### src/design/c8ft_pkg.sv
// Shared types, constants and CRC-8 function for the CRC-8 frame transmitter.
`timescale 1ns / 1ps
`default_nettype none
package c8ft_pkg;

    localparam logic [7:0] HDR_BYTE      = 8'hFF;
    localparam logic [7:0] CRC_INIT      = 8'hFF;
    localparam logic [7:0] CRC_POLY_REFL = 8'h8C;

    // payload size codes
    localparam logic [1:0] MODE_ONE = 2'd0;
    localparam logic [1:0] MODE_TWO = 2'd1;

    localparam logic [3:0] LEN_ONE  = 4'd6;
    localparam logic [3:0] LEN_TWO  = 4'd7;
    localparam logic [3:0] LEN_FOUR = 4'd9;

    // byte positions of the identifier low and high bytes in a frame
    localparam logic [3:0] POS_ID_LO = 4'd2;
    localparam logic [3:0] POS_ID_HI = 4'd3;

    typedef struct packed {
        logic [15:0] var_id;
        logic [31:0] payload;
        logic [1:0]  mode;
    } req_t;

    typedef struct packed {
        logic [7:0] tx_byte;
        logic       last;
    } resp_t;

    // sequencer -> CRC unit
    typedef struct packed {
        logic       init;
        logic       update;
        logic [7:0] data;
    } crc_ctl_t;

    // reflected Dallas/Maxim CRC-8, one byte
    function automatic logic [7:0] crc8_update(input logic [7:0] crc, input logic [7:0] b);
        logic [7:0] c;
        c = crc ^ b;
        for (int k = 0; k < 8; k++) begin
            if (c[0]) begin
                c = (c >> 1) ^ CRC_POLY_REFL;
            end else begin
                c = c >> 1;
            end
        end
        return c;
    endfunction

    // frame length in bytes; bit 1 of mode selects four payload bytes
    function automatic logic [3:0] frame_len(input logic [1:0] mode);
        logic [3:0] len;
        if (mode[1]) begin
            len = LEN_FOUR;
        end else if (mode == MODE_TWO) begin
            len = LEN_TWO;
        end else begin
            len = LEN_ONE;
        end
        return len;
    endfunction

endpackage
`default_nettype wire

### src/design/crc8_frame_transmitter.sv
// Top level of the CRC-8 frame transmitter: sequencer, CRC unit, output register.
//
// Usage:
//   s_ channel takes one request: var_id, payload and mode (0: one payload
//   byte, 1: two, 2 or 3: four). The m_ channel returns the frame one byte
//   per transfer: FF, FF, id low, id high, payload bytes low first, then the
//   CRC-8 (reflected 0x31, init FF) with last set.
//   Frames are 6, 7 or 9 bytes. After the request is accepted the sequencer
//   enters its send state and then loads one byte per cycle into the output
//   register while m_ready is high. Each byte passes through the single CRC
//   accumulator; s_ready is low while a frame is being sequenced.
//   The next request is taken while the final CRC byte still waits in the
//   output register.
//   When m_ready is low the output register holds its byte and the
//   sequencer and CRC unit stall in place; no byte is dropped.
//   Reset (aresetn low, synchronous) empties the output register and
//   returns the sequencer to idle; any frame in progress is abandoned.
`timescale 1ns / 1ps
`default_nettype none
module crc8_frame_transmitter
    import c8ft_pkg::*;
(
    input  wire logic aclk,
    input  wire logic aresetn,
    input  wire logic s_valid,
    output logic      s_ready,
    input  wire req_t s_data,
    output logic      m_valid,
    input  wire logic m_ready,
    output resp_t     m_data
);

    logic       out_free;
    logic       emit;
    resp_t      emit_data;
    crc_ctl_t   crc_ctl;
    logic [7:0] crc;

    logic  m_valid_reg, m_valid_next;
    resp_t m_data_reg, m_data_next;

    // output register can take a byte when empty or being drained
    assign out_free = !m_valid_reg || m_ready;

    c8ft_seq u_seq (
        .aclk      (aclk),
        .aresetn   (aresetn),
        .req_valid (s_valid),
        .req_ready (s_ready),
        .req       (s_data),
        .out_free  (out_free),
        .crc       (crc),
        .emit      (emit),
        .emit_data (emit_data),
        .crc_ctl   (crc_ctl)
    );

    c8ft_crc_unit u_crc (
        .aclk (aclk),
        .ctl  (crc_ctl),
        .crc  (crc)
    );

    always_comb begin
        m_valid_next = m_valid_reg;
        m_data_next  = m_data_reg;
        if (emit) begin
            m_valid_next = 1'b1;
            m_data_next  = emit_data;
        end else if (m_ready) begin
            m_valid_next = 1'b0;
        end
    end

    always_ff @(posedge aclk) begin
        if (!aresetn) begin
            m_valid_reg <= 1'b0;
        end else begin
            m_valid_reg <= m_valid_next;
        end
        m_data_reg <= m_data_next;
    end

    assign m_valid = m_valid_reg;
    assign m_data  = m_data_reg;

    // a taken request blocks the input for the following cycle
    a_busy_after_accept: assert property (@(posedge aclk) disable iff (!aresetn)
        s_valid && s_ready |=> !s_ready)
        else $error("input ready right after a request was taken");

    // while idle, only the closing CRC byte may still be pending
    a_idle_only_last: assert property (@(posedge aclk) disable iff (!aresetn)
        s_ready && m_valid |-> m_data.last)
        else $error("idle with a non-final byte pending");

    // the byte after a frame end is empty or a header byte
    a_header_follows: assert property (@(posedge aclk) disable iff (!aresetn)
        m_valid && m_ready && m_data.last |=> !m_valid || m_data.tx_byte == HDR_BYTE)
        else $error("frame did not restart with a header byte");

endmodule
`default_nettype wire

### src/design/c8ft_crc_unit.sv
// CRC-8 accumulator, one byte per cycle while the sequencer asserts update.
`timescale 1ns / 1ps
`default_nettype none
module c8ft_crc_unit
    import c8ft_pkg::*;
(
    input  wire logic     aclk,
    input  wire crc_ctl_t ctl,
    output logic [7:0]    crc
);

    logic [7:0] crc_reg;
    logic [7:0] crc_next;

    always_comb begin
        crc_next = crc_reg;
        if (ctl.init) begin
            crc_next = CRC_INIT;
        end else if (ctl.update) begin
            crc_next = crc8_update(crc_reg, ctl.data);
        end
    end

    always_ff @(posedge aclk) begin
        crc_reg <= crc_next;
    end

    assign crc = crc_reg;

endmodule
`default_nettype wire

### src/design/c8ft_seq.sv
// Frame sequencer: holds the request and steps through the frame bytes.
`timescale 1ns / 1ps
`default_nettype none
module c8ft_seq
    import c8ft_pkg::*;
(
    input  wire logic  aclk,
    input  wire logic  aresetn,
    input  wire logic  req_valid,
    output logic       req_ready,
    input  wire req_t  req,
    input  wire logic  out_free,
    input  wire logic [7:0] crc,
    output logic       emit,
    output resp_t      emit_data,
    output crc_ctl_t   crc_ctl
);

    typedef enum logic {
        ST_IDLE,
        ST_SEND
    } state_t;

    state_t     state_reg, state_next;
    req_t       req_reg, req_next;
    logic [3:0] idx_reg, idx_next;
    logic [3:0] len_reg, len_next;
    logic [7:0] byte_sel;
    logic       is_last;
    logic       accept;

    assign req_ready = (state_reg == ST_IDLE);
    assign accept    = req_valid && req_ready;
    assign is_last   = (idx_reg == len_reg - 4'd1);

    always_comb begin
        if (is_last) begin
            byte_sel = crc;
        end else if (idx_reg == POS_ID_LO) begin
            byte_sel = req_reg.var_id[7:0];
        end else if (idx_reg == POS_ID_HI) begin
            byte_sel = req_reg.var_id[15:8];
        end else if (idx_reg[2]) begin
            // payload byte n sits at position 4 + n
            byte_sel = req_reg.payload[8*idx_reg[1:0] +: 8];
        end else begin
            byte_sel = HDR_BYTE;
        end
    end

    assign emit              = (state_reg == ST_SEND) && out_free;
    assign emit_data.tx_byte = byte_sel;
    assign emit_data.last    = is_last;

    assign crc_ctl.init   = accept;
    assign crc_ctl.update = emit && !is_last;
    assign crc_ctl.data   = byte_sel;

    always_comb begin
        state_next = state_reg;
        req_next   = req_reg;
        idx_next   = idx_reg;
        len_next   = len_reg;
        unique case (state_reg)
            ST_IDLE: begin
                if (accept) begin
                    state_next = ST_SEND;
                    req_next   = req;
                    idx_next   = '0;
                    len_next   = frame_len(req.mode);
                end
            end
            ST_SEND: begin
                if (emit) begin
                    idx_next = idx_reg + 4'd1;
                    if (is_last) begin
                        state_next = ST_IDLE;
                    end
                end
            end
            default: state_next = ST_IDLE;
        endcase
    end

    always_ff @(posedge aclk) begin
        if (!aresetn) begin
            state_reg <= ST_IDLE;
            idx_reg   <= '0;
            len_reg   <= LEN_ONE;
        end else begin
            state_reg <= state_next;
            idx_reg   <= idx_next;
            len_reg   <= len_next;
        end
        req_reg <= req_next;
    end

endmodule
`default_nettype wire
### config.mk
export PLATFORM = sky130hd
export DESIGN_NAME = crc8_frame_transmitter
export DESIGN_NICKNAME = d
export VERILOG_FILES = /design/src/design/c8ft_pkg.sv /design/src/design/crc8_frame_transmitter.sv /design/src/design/c8ft_crc_unit.sv /design/src/design/c8ft_seq.sv
export SDC_FILE = /design/constraint.sdc
export NUM_CORES = 1
export LEC_CHECK = 0
export BUFFER_PORTS_ARGS = -buffer_cell sky130_fd_sc_hd__buf_2
export CORE_UTILIZATION = 35
export DETAILED_ROUTE_END_ITERATION = 16
export HOLD_SLACK_MARGIN = 0.08
export MAX_ROUTING_LAYER = met4
export PLACE_DENSITY = 0.62
export SYNTH_ARGS = -nofsm -noshare
export SYNTH_HDL_FRONTEND = slang
export SYNTH_SLANG_ARGS = --single-unit
### constraint.sdc
create_clock -name aclk -period 3.15 [get_ports aclk]
set_input_delay 0.63 -clock aclk [delete_from_list [all_inputs] [get_ports aclk]]
set_output_delay 0.63 -clock aclk [all_outputs]
set_load 0.01 [all_outputs]
After elaboration in Yosys (flattened, before gate mapping). Cells that the tools add are included. W data, S select, Z words.

Flip-flop bits (word level): 75. Input bits: 54. Logic and storage cells: 74.

$add $sub $neg: 2. Equality and inequality tests: 6. Shifts and indexed selects: 1. Mux-type cells: 37. Bitwise operators: 10. Reduce and logical (&&, ||, !) cells: 9.

Operators by type and width (count): $mux W8 (26); $shiftx A32 B6 Y8 (1); $not A2 Y3 (8); $mux W4 (3); $eq A4 B2 Y1 const B (2); $pmux W4 S2 (1); $xor A8 B8 Y8 (1); $mux W1 (6); $add A4 B1 Y4 const B (1); $eq A4 B4 Y1 (1); $reduce_and A2 Y1 (2); $sub A4 B1 Y4 const B (1); $logic_and A1 B1 Y1 (3); $eq A2 B1 Y1 const B (1); $logic_not A1 Y1 (2); $ne A2 B1 Y1 const B (1); $ne A2 B2 Y1 const B (1); $pmux W1 S2 (1); $reduce_bool A2 Y1 (1); $logic_or A1 B1 Y1 (1); $not A1 Y1 (1).

Depth between registers and ports, before layout. Gate-level depths: netlist (run 1).

Depth in word-level cells: 36. Mapped depth: 11.

Modules after synthesis. A second synthesis (run 1) with hierarchy kept.

Cell total of the unflattened synthesis: 232. Area total of the unflattened synthesis: 3348.2 sq um.

By module, submodules not included: c8ft_seq (times used 1, cells each 165, area each 2432.3 sq um, sequential area each 1601.5 sq um); c8ft_crc_unit (times used 1, cells each 54, area each 596.8 sq um, sequential area each 160.2 sq um); crc8_frame_transmitter (times used 1, cells each 13, area each 319.1 sq um, sequential area each 290.3 sq um).

Worst setup path after synthesis (run 1). Ideal clock, no wire load.

Kind: input to register. Start point: in s_valid. End point: reg u_seq.idx_reg[0]. Library setup time: 0.059 ns. Data arrival time: 2.542 ns. Data required time: 3.091 ns. Path slack: 0.549 ns. Cell stages on the path: 6. Cells stage by stage: nand2_1 > clkinv_1 > nor2_1 > nand2_1 > o21ai_0 > and2_1.

RTL lines: start, declared (RTL line crc8_frame_transmitter.sv:25) `input wire logic s_valid,`; end signal, assigned (RTL line c8ft_seq.sv:92) `idx_reg <= idx_next;`; end, declared (RTL line c8ft_seq.sv:26) `logic [3:0] idx_reg, idx_next;`.

Worst setup path after layout (run 1).
Start point: reg u_seq.idx_reg[0]. End point: reg u_crc.crc_reg[7] (netlist: u_crc.crc[7]).

Word-level cells in the longest chain between the ends: 30. Elaborated cells between the ends (all ways): 37. Those cells by class: eq/ne: 3; shift: 1; mux: 26; bitwise: 5; reduce/logical: 2.

Ends and longest elaborated chain: $shiftx A32 B6 Y8 (RTL line c8ft_seq.sv:45) `byte_sel = req_reg.payload[8*idx_reg[1:0] +: 8];`; $mux W8 (RTL line c8ft_seq.sv:43) `end else if (idx_reg[2]) begin`; $mux W8 (RTL line c8ft_seq.sv:41) `end else if (idx_reg == POS_ID_HI) begin`; $mux W8 (RTL line c8ft_seq.sv:39) `end else if (idx_reg == POS_ID_LO) begin`; $mux W8 (RTL line c8ft_seq.sv:37) `if (is_last) begin`; $xor A8 B8 Y8 (RTL line c8ft_pkg.sv:43) `c = crc ^ b;`; $mux W8 or $not A2 Y3 (tied branches); $mux W8 (on tied branches) (RTL line c8ft_crc_unit.sv:19, c8ft_pkg.sv:45); [14 not listed]; $mux W8 (RTL line c8ft_crc_unit.sv:17) `if (ctl.init) begin`; $mux W8 (RTL line c8ft_pkg.sv:45) `if (c[0]) begin`; $mux W8 (RTL line c8ft_crc_unit.sv:19) `end else if (ctl.update) begin`; $mux W8 (RTL line c8ft_crc_unit.sv:17); $mux W8 (RTL line c8ft_pkg.sv:45); $mux W8 (RTL line c8ft_crc_unit.sv:19); $mux W8 (RTL line c8ft_crc_unit.sv:17); $mux W8 (RTL line c8ft_pkg.sv:45); end signal, assigned (RTL line c8ft_crc_unit.sv:25) `crc_reg <= crc_next;`; end, declared (RTL line c8ft_crc_unit.sv:12) `logic [7:0] crc_reg;`.

Parallel ways exist; a longest one is shown, timed or not. The select of a mux whose other input is x is not followed. A chain may end at the register's enable or synchronous reset.

==> results_dict.tcl, run 1 <==
set metrics [dict create \
    status "finished, final reports clean" \
    ys.flop_type "edfxtp_1" \
    grt_pass1_wl_um 9720 \
    worstSetupStartpointType "register" \
    initial_core_util_pct 36.8 \
    synth_cell_types 40 \
    dpl.hpwl_um 4240 \
    antennaDiodeCount 0 \
    grt_pass1_vias 2043 \
    drive_gt1_share_pct 30.4 \
    maxSlewHeadroom_pct 66.7 \
    cts_sinks 74 \
    setup_viol 0 \
    ios 65 \
    route.detailed.drc 0 \
    gp_congestion 0.782 \
    die-area_um2 9700 \
    cts_tree "done" \
    finalClockSkew_ns 0.00852 \
    p_per_area_nw_per_um2 584 \
    ys_seq_area_share_pct 63.0 \
    finalSetupTns_ns 0 \
    synth_area_um2 3260 \
    ys_warn_count 0 \
    critical_path_arrival_ns 3.10 \
    first_pass_iters 6 \
    hold_viol 0 \
    die_h_um 98.5 \
    startpoint "u_seq.idx_reg[0]$_SDFFE_PN0P_" \
    yosysTopAreaCellShare_pct 52.5 \
    grt.total_usage_pct 13.8 \
    finalMaxSlewViolations 0 \
    fin_crit_ns 2.80 \
    syn_to_final_growth_pct 20.7 \
    p_leak_nw 1.46 \
    cts_buffers 9 \
    rsz0062_at_grt "false" \
    endpoint "u_crc.crc[7]$_SDFFE_PP1P_" \
    drt-initial-drc-count 101 \
    synth.largest_area_cell "edfxtp_1" \
    synth_nets 297 \
    path_class "reg -> reg" \
    p_total_mw 2.30 \
    overflow 0 \
    portBuffers 64 \
    post_cts_buffers 0 \
    core_um2 8850 \
    fmax_ghz 0.357 \
    num_vias 1992 \
    ff2ff_path_depth 8 \
    rows 34 \
    vdd_drop_max_uv 306 \
    cts_resized 0 \
    die_w_um 98.5 \
    path_max_fanout 9 \
    cts_buffer_depth 2 \
    wl_per_cell_um 13.7 \
    timing.rr.start "u_seq.idx_reg[0]$_SDFFE_PN0P_" \
    worstPathRequired_ns 3.45 \
    viasPerCell 4.67 \
    worst_pin_slew_ns 0.499 \
    ys_ff_latch 74 \
    reg2reg_slack_ns 0.35 \
    async_flop_share_pct 0 \
    post-route-period-util_pct 89.0 \
    wirelength_um 5840 \
    hp-class "in -> reg" \
    htree_levels 3 \
    ant_nets 0 \
    holdWs_ns 0.445 \
    largest_reg_flops 48 \
    root_buffer "clkbuf_8" \
    nNetsFinal 372 \
    end_kind "register" \
    clk_latency_ns 0.35 \
    r2r_end "u_crc.crc[7]$_SDFFE_PP1P_" \
    avgSynthCellArea_um2 13.6 \
    hold_buffers 0 \
    synthTopCellsByArea "edfxtp_1, dfxtp_1, xnor2_1" \
    grt_max_degree 42 \
    synthCells 239 \
    drv_cap 0 \
    antenna_found_initial 0 \
    clk_pin_slew_ns 0.08 \
    min_path_cells 1 \
    nFillCells 824 \
    synth-edff-count 57 \
]
-- layout make-up --
| class | count | area, um2 | share of cell area (%) |
|---|---|---|---|
| Clock buffer | 9 | 124 | 3.15 |
| Clock inverter | 7 | 61.3 | 1.56 |
| Inverter | 12 | 45.0 | 1.15 |
| Multi-Input combinational cell | 145 | 1120 | 28.5 |
| Sequential cell | 74 | 2050 | 52.2 |
| Tap cell | 108 | 135 | 3.44 |
| Timing Repair Buffer | 72 | 393 | 9.99 |
-- cell families after synthesis --
logic type	share of synthesized area, %
flip-flops	63.0
multiplexers	7.10
adder cells (fa/ha/maj)	1.54
AO/OA/AOI/OAI	8.18
AND/OR/NAND/NOR	9.14
buffers and inverters	2.61
XOR/XNOR	8.48
-- placed cells by master (no fill, tap or decap), types with 3 or more instances in the layout --
| cell type | Yosys | layout |
|---|---|---|
| buf_2 | 2 | 64 |
| edfxtp_1 | 57 | 57 |
| nand2_1 | 17 | 17 |
| xnor2_1 | 17 | 17 |
| dfxtp_1 | 17 | 17 |
| o21ai_0 | 16 | 16 |
| a21oi_1 | 12 | 12 |
| inv_1 | 11 | 11 |
| mux2i_1 | 10 | 10 |
| nor2_1 | 9 | 9 |
| nor2b_1 | 9 | 9 |
| clkbuf_8 | 0 | 9 |
| nand3_1 | 7 | 7 |
| buf_4 | 2 | 7 |
| nand2b_1 | 5 | 5 |
| xor2_1 | 4 | 4 |
| ha_1 | 4 | 4 |
| mux4_2 | 3 | 3 |
| and2_1 | 3 | 3 |
| a32oi_1 | 3 | 3 |
| o211ai_1 | 3 | 3 |
-- cells in the mapped netlist, types with 5 or more instances --
master    number
nor2b_1        9
nand3_1        7
nand2b_1       5
o21ai_0       16
a21oi_1       12
nor2_1         9
edfxtp_1      57
nand2_1       17
dfxtp_1       17
xnor2_1       17
mux2i_1       10
inv_1         11
-- power breakdown --
group | internal (mW) | switching [mW]
clock | 0.299 | 0.385
sequential | 1.14 | 0.0515
combinational | 0.220 | 0.201
-- layer usage --
metal	part of all wire, %	up-vias	track usage [%]	wire, um
li1	-	1025	-	-
met1	49	893	17.2	2870
met2	45	68	20.9	2610
met3	5.2	6	4.61	303
met4	0.91	0	5.51	53
met5	0	-	-	0
-- worst min path at each step --
| stage | slack, ns | start | end |
|---|---|---|---|
| after floorplan | 0.44 | u_seq.len_reg[3]$_SDFFE_PN0P_ | u_seq.len_reg[3]$_SDFFE_PN0P_ |
| after global placement | 0.46 | u_seq.len_reg[3]$_SDFFE_PN0P_ | u_seq.len_reg[3]$_SDFFE_PN0P_ |
| after detailed placement | 0.47 | u_seq.len_reg[3]$_SDFFE_PN0P_ | u_seq.len_reg[3]$_SDFFE_PN0P_ |
| after CTS | 0.43 | s_data[17] | u_seq.req_reg[17]$_DFFE_PP_ |
| after global routing | 0.42 | s_data[29] | u_seq.req_reg[29]$_DFFE_PP_ |
| final | 0.44 | s_data[17] | u_seq.req_reg[17]$_DFFE_PP_ |
-- worst max-delay path, stage by stage, from the launching register on --
cell and delay, ns:
dfxtp_1 0.54, ha_1 0.37, nor2b_1 0.16, o21ai_0 0.08
a32oi_1 0.43, xnor3_2 0.36, xnor3_1 0.42, or3_1 0.33
nand3_1 0.07
-- per-stage QoR --
| step | area, um2 | cells | worst slack (ns) | util, % |
|---|---|---|---|---|
| floorplan | 3260 | 239 | 0.549 | - |
| global placement | 3750 | 411 | 0.453 | 42.4 |
| detailed placement | 3750 | 411 | 0.380 | 42.4 |
| CTS | 3930 | 427 | 0.364 | 44.4 |
| global route | 3930 | 427 | 0.124 | 44.4 |
| finish | 3930 | 427 | 0.347 | 44.4 |
Note: power is estimated with default switching activity, not from simulation.
==> run 2: changes to the inputs <==
--- a/config.mk
+++ b/config.mk
@@ -6,11 +6,13 @@
 export NUM_CORES = 1
 export LEC_CHECK = 0
 export BUFFER_PORTS_ARGS = -buffer_cell sky130_fd_sc_hd__buf_2
+export CELL_PAD_IN_SITES_DETAIL_PLACEMENT = 1
+export CELL_PAD_IN_SITES_GLOBAL_PLACEMENT = 2
 export CORE_UTILIZATION = 35
 export DETAILED_ROUTE_END_ITERATION = 16
 export HOLD_SLACK_MARGIN = 0.08
 export MAX_ROUTING_LAYER = met4
-export PLACE_DENSITY = 0.62
+export PLACE_DENSITY = 0.82
 export SYNTH_ARGS = -nofsm -noshare
 export SYNTH_HDL_FRONTEND = slang
 export SYNTH_SLANG_ARGS = --single-unit
==> run 2 against run 1 <==
  * The flow now finishes with violations (DRC)
  * Cell count is 0.23% lower
  * Flip-flop and latch count unchanged
  * Power increased by 3.6%
  * Non-clock buffer count shrank 1
  * Hold slack got worse by 0.0014 ns
  * Die area unchanged
  * Clock power is 9.2% higher
  * Register-to-register slack got worse by 0.09 ns
  * Sequential power barely moved
  * Sequential share of layout area shrank 0.099 points
  * Setup slack got worse by 0.093 ns
  * Critical endpoint unchanged
  * Largest cell class unchanged
==> results_dict.tcl, run 2 (synthesized netlist as in run 1, its figures left out) <==
set metrics [dict create \
    critical_path_arrival_ns 3.19 \
    grt_max_degree 43 \
    path_max_fanout 10 \
    num_vias 2057 \
    clk_pin_slew_ns 0.08 \
    nFillCells 964 \
    cts_buffer_depth 2 \
    power_frac_clock_pct 31.4 \
    switchingPower_uw 643 \
    switching_share_pct 27.1 \
    rows 34 \
    ios 65 \
    path_class "reg -> reg" \
    p_leak_nw 1.47 \
    final-seq-area_um2 2050 \
    dpl.hpwl_um 5120 \
    die_h_um 98.5 \
    ff2ff_path_depth 9 \
    timing.rr.start "u_seq.idx_reg[0]$_SDFFE_PN0P_" \
    largest_reg_flops 48 \
    grt_pass1_wl_um 11100 \
    die-area_um2 9700 \
    die_w_um 98.5 \
    drive_gt1_share_pct 29.9 \
    startpoint "u_seq.idx_reg[0]$_SDFFE_PN0P_" \
    violations "DRC" \
    cts_sinks 74 \
    cts_tree "done" \
    viasPerCell 4.83 \
    fin_crit_ns 2.90 \
    finalSetupTns_ns 0 \
    rsz0062_at_grt "false" \
    p_total_mw 2.38 \
    fin_util_pct 44.5 \
    initial_core_util_pct 36.8 \
    drv_cap 0 \
    finalClockSkew_ns 0.0111 \
    drt-initial-drc-count 91 \
    multi_input_area_um2 1120 \
    post_cts_buffers 0 \
    nNetsFinal 371 \
    status "complete, but fails checks" \
    cts_resized 0 \
    antennaDiodeCount 0 \
    setup_viol 0 \
    r2r_end "u_crc.crc[7]$_SDFFE_PP1P_" \
    seq_power_share_pct 50.5 \
    mostFrequentLayoutCells "buf_2, edfxtp_1, nand2_1, xnor2_1, dfxtp_1" \
    route.detailed.drc 1 \
    cts_buffers 9 \
    reg2reg_slack_ns 0.25 \
    syn_to_final_growth_pct 20.9 \
    first_pass_iters 12 \
    ant_nets 0 \
    final_common_cell "buf_2" \
    p_per_area_nw_per_um2 604 \
    fmax_ghz 0.345 \
    root_buffer "clkbuf_8" \
    core_um2 8850 \
    end_kind "register" \
    antenna_found_initial 0 \
    worstSetupStartpointType "register" \
    vdd_drop_max_uv 320 \
    htree_levels 3 \
    wl_per_cell_um 16.0 \
    worst_pin_slew_ns 0.518 \
    wirelength_um 6800 \
    maxSlewHeadroom_pct 65.5 \
    post-route-period-util_pct 92.0 \
    p_int_mw 1.74 \
    finalMaxSlewViolations 0 \
    combPwrFrac_pct 18.1 \
    overflow 0 \
    grt_pass1_vias 2178 \
    hold_buffers 0 \
    grt.total_usage_pct 16.0 \
    clk_latency_ns 0.35 \
    hold_viol 0 \
    portBuffers 64 \
    gp_congestion 0.802 \
    endpoint "u_crc.crc[7]$_SDFFE_PP1P_" \
    worstPathRequired_ns 3.45 \
    hp-class "in -> reg" \
]
run 2: cell types whose count changed in the layout (fill, tap and decap cells not counted), sizes merged:
cell      previous run  this run
clkinvlp             2         1
inv                 15        14
bufinv               0         1
clkbuf               9        10
buf                 72        71
run 2: critical path, stage by stage (launching register included):
cell,delay [ns]
dfxtp_1,0.56
buf_4,0.23
ha_1,0.25
nor2b_1,0.15
o21ai_0,0.08
a32oi_1,0.39
xnor3_2,0.35
xnor3_1,0.43
or3_1,0.33
nand3_1,0.07
run 2: area by class of cell:
class	instances	area share [%]
clock buffer	10	3.24
multi-input combinational	145	28.5
inverter	12	1.14
timing repair buffer	71	9.78
tap	108	3.43
clock inverter	6	1.84
sequential	74	52.1
run 2: power by group through the flow:
stage | logic, mW | clock network, mW | registers [mW]
global route | 0.478 | 0.807 | 1.21
global placement | 0.423 | 0 | 1.22
CTS | 0.440 | 0.770 | 1.20
floorplan | 0.325 | 0 | 1.20
detailed placement | 0.434 | 0 | 1.22
finish | 0.432 | 0.747 | 1.20
run 2: metal layers:
layer	share of wire [%]	GRT usage [%]	routed length, um	vias to the layer above
li1	-	-	-	1017
met2	48	25.6	3280	63
met5	0	-	0	-
met3	4.8	3.97	328	8
met1	45	19.4	3080	969
met4	1.6	6.54	106	0
run 2: worst min-delay path by stage:
stage / startpoint / endpoint / slack (ns) / depth (start not counted)
after floorplan: u_seq.len_reg[3]$_SDFFE_PN0P_ / u_seq.len_reg[3]$_SDFFE_PN0P_ / 0.44 / 2
after global placement: u_seq.len_reg[3]$_SDFFE_PN0P_ / u_seq.len_reg[3]$_SDFFE_PN0P_ / 0.45 / 2
after detailed placement: u_seq.len_reg[3]$_SDFFE_PN0P_ / u_seq.len_reg[3]$_SDFFE_PN0P_ / 0.48 / 2
after CTS: s_data[33] / u_seq.req_reg[33]$_DFFE_PP_ / 0.43 / 1
after global routing: s_data[31] / u_seq.req_reg[31]$_DFFE_PP_ / 0.42 / 1
final: s_data[25] / u_seq.req_reg[25]$_DFFE_PP_ / 0.44 / 1
run 2: stage by stage:
| stage | hold WS [ns] | instance area [um2] | std cells | setup slack, ns |
|---|---|---|---|---|
| global placement | 0.455 | 3740 | 410 | 0.327 |
| detailed placement | 0.485 | 3740 | 410 | 0.267 |
| floorplan | 0.444 | 3260 | 239 | 0.549 |
| CTS | 0.426 | 3940 | 426 | 0.222 |
| finish | 0.444 | 3940 | 426 | 0.254 |
| global route | 0.417 | 3940 | 426 | 0.0384 |
==> run 3: changes to the inputs <==
==> constraint.sdc (replaced) <==
create_clock -name aclk -period 3.1 [get_ports aclk]
set_input_delay 0.62 -clock aclk [delete_from_list [all_inputs] [get_ports aclk]]
set_output_delay 0.62 -clock aclk [all_outputs]
set_load 0.01 [all_outputs]
==> run 3 against run 2 <==
  * The run still ends with DRC left
  * Critical path type unchanged
  * Critical endpoint unchanged
  * Clock skew decreased by 0.0011 ns
  * Cell area up 0.22%
  * Flip-flop and latch count stayed put
==> results_dict.tcl, run 3 (synthesized netlist as in run 1, its figures left out) <==
set metrics [dict create \
    finalMaxSlewViolations 0 \
    cts_buffer_depth 2 \
    finalSetupTns_ns 0 \
    violations "DRC" \
    clk_latency_ns 0.35 \
    critical_path_arrival_ns 3.10 \
    end_kind "register" \
    cpPeakStageDelay_ns 0.48 \
    grt_use_met2_pct 27.0 \
    wirelength_um 7090 \
    initial_core_util_pct 36.8 \
    combPwrFrac_pct 18.1 \
    rows 34 \
    cp_top_family "XOR/XNOR gates" \
    grt_pass1_wl_um 11800 \
    reg2reg_slack_ns 0.29 \
    num_vias 2125 \
    die_h_um 98.5 \
    htree_levels 3 \
    mostFrequentLayoutCells "buf_2, edfxtp_1, nand2_1, xnor2_1" \
    syn_to_final_growth_pct 21.2 \
    dpl.hpwl_um 5240 \
    status "complete, but fails checks" \
    grt_max_degree 32 \
    antenna_found_initial 0 \
    first_pass_iters 10 \
    hp-class "in -> reg" \
    cts_tree "done" \
    cpMaxStageDelayCell "dfxtp_2" \
    worst_pin_slew_ns 0.634 \
    nNetsFinal 372 \
    grt_pass1_vias 2370 \
    dp.cells 411 \
    path_cells "ha_1, nor2b_1, o21ai_0, a32oi_1, xnor3_2, xnor3_1, or3_1, nand3_1" \
    switchingPower_uw 646 \
    path_class "reg -> reg" \
    global_route.usage.met3_pct 4.68 \
    core_um2 8850 \
    wl_per_cell_um 16.6 \
    rsz0062_at_grt "false" \
    cp_num_buf_inv 0 \
    p_int_mw 1.76 \
    antennaDiodeCount 0 \
    ff2ff_path_depth 8 \
    grt.total_usage_pct 16.6 \
    worstSetupStartpointType "register" \
    place_ws_ns 0.160 \
    fin_cells 427 \
    ios 65 \
    worstPathRequired_ns 3.39 \
    timing.rr.start "u_seq.idx_reg[0]$_SDFFE_PN0P_" \
    cts_sinks 74 \
    vdd_drop_max_uv 258 \
    root_buffer "clkbuf_8" \
    finalClockSkew_ns 0.0101 \
    largest_reg_flops 48 \
    worst_slack_ns 0.288 \
    ant_nets 0 \
    post-route-period-util_pct 90.7 \
    cp_num_cells 8 \
    cts_buffers 9 \
    setup_viol 0 \
    use_met1_pct 19.7 \
    final_common_cell "buf_2" \
    p_leak_nw 1.47 \
    path_max_fanout 11 \
    drv_cap 0 \
    hold_viol 0 \
    fin_crit_ns 2.81 \
    endpoint "u_crc.crc[7]$_SDFFE_PP1P_" \
    startpoint "u_seq.idx_reg[0]$_SDFFE_PN0P_" \
    maxSlewHeadroom_pct 57.7 \
    overflow 0 \
    route.detailed.drc 2 \
    power_frac_clock_pct 31.4 \
    p_per_area_nw_per_um2 610 \
    viasPerCell 4.98 \
    drive_gt1_share_pct 30.4 \
    gp_congestion 0.761 \
    r2r_end "u_crc.crc[7]$_SDFFE_PP1P_" \
    drt-initial-drc-count 125 \
    switching_share_pct 26.8 \
    holdWs_ns 0.441 \
    seq_power_share_pct 50.5 \
    fmax_ghz 0.356 \
    post_cts_buffers 0 \
    die_w_um 98.5 \
    die-area_um2 9700 \
    busiest_layer "met2" \
    portBuffers 64 \
    hold_buffers 0 \
    clk_pin_slew_ns 0.08 \
]
## run 3: stage by stage
stage	power, mW	util [%]	area (um2)
after global routing	2.54	44.6	3950
after floorplan	1.55	-	3260
after detailed placement	1.68	42.4	3750
after CTS	2.45	44.6	3950
after global placement	1.66	42.4	3750
final	2.41	44.6	3950
## run 3: metal layers
| layer | vias up | routed length [um] | share of wire [%] |
|---|---|---|---|
| li1 | 1022 | - | - |
| met5 | - | 0 | 0 |
| met1 | 1024 | 3160 | 45 |
| met2 | 68 | 3460 | 49 |
| met4 | 0 | 125 | 1.8 |
| met3 | 11 | 342 | 4.8 |
## run 3: worst min path at each step
stage | from | end | slack, ns | cells after the start
global placement | u_seq.len_reg[3]$_SDFFE_PN0P_ | u_seq.len_reg[3]$_SDFFE_PN0P_ | 0.45 | 2
finish | s_data[24] | u_seq.req_reg[24]$_DFFE_PP_ | 0.44 | 1
CTS | s_data[33] | u_seq.req_reg[33]$_DFFE_PP_ | 0.42 | 1
global route | s_data[25] | u_seq.req_reg[25]$_DFFE_PP_ | 0.41 | 1
floorplan | u_seq.len_reg[3]$_SDFFE_PN0P_ | u_seq.len_reg[3]$_SDFFE_PN0P_ | 0.44 | 2
detailed placement | u_seq.len_reg[3]$_SDFFE_PN0P_ | u_seq.len_reg[3]$_SDFFE_PN0P_ | 0.47 | 2
## run 3: cell type report
cell class                 count  area, um2
clock inverter                 6       72.6
fill                         955       4900
multi-input combinational    145       1120
sequential                    74       2050
clock buffer                  10        128
timing repair buffer          72        393
inverter                      12       45.0
tap                          108        135
## run 3: power by group through the flow
stage	Combinational, mW	Sequential [mW]	Clock (mW)
global placement	0.425	1.23	0
CTS	0.441	1.22	0.787
global route	0.489	1.23	0.820
finish	0.435	1.22	0.757
detailed placement	0.438	1.24	0
floorplan	0.331	1.22	0
## run 3: what timing repair did
item	4_1_cts	5_1_grt
gates resized for setup	0	1
endpoints found under the setup margin	0	2
hold endpoints to repair	0	0
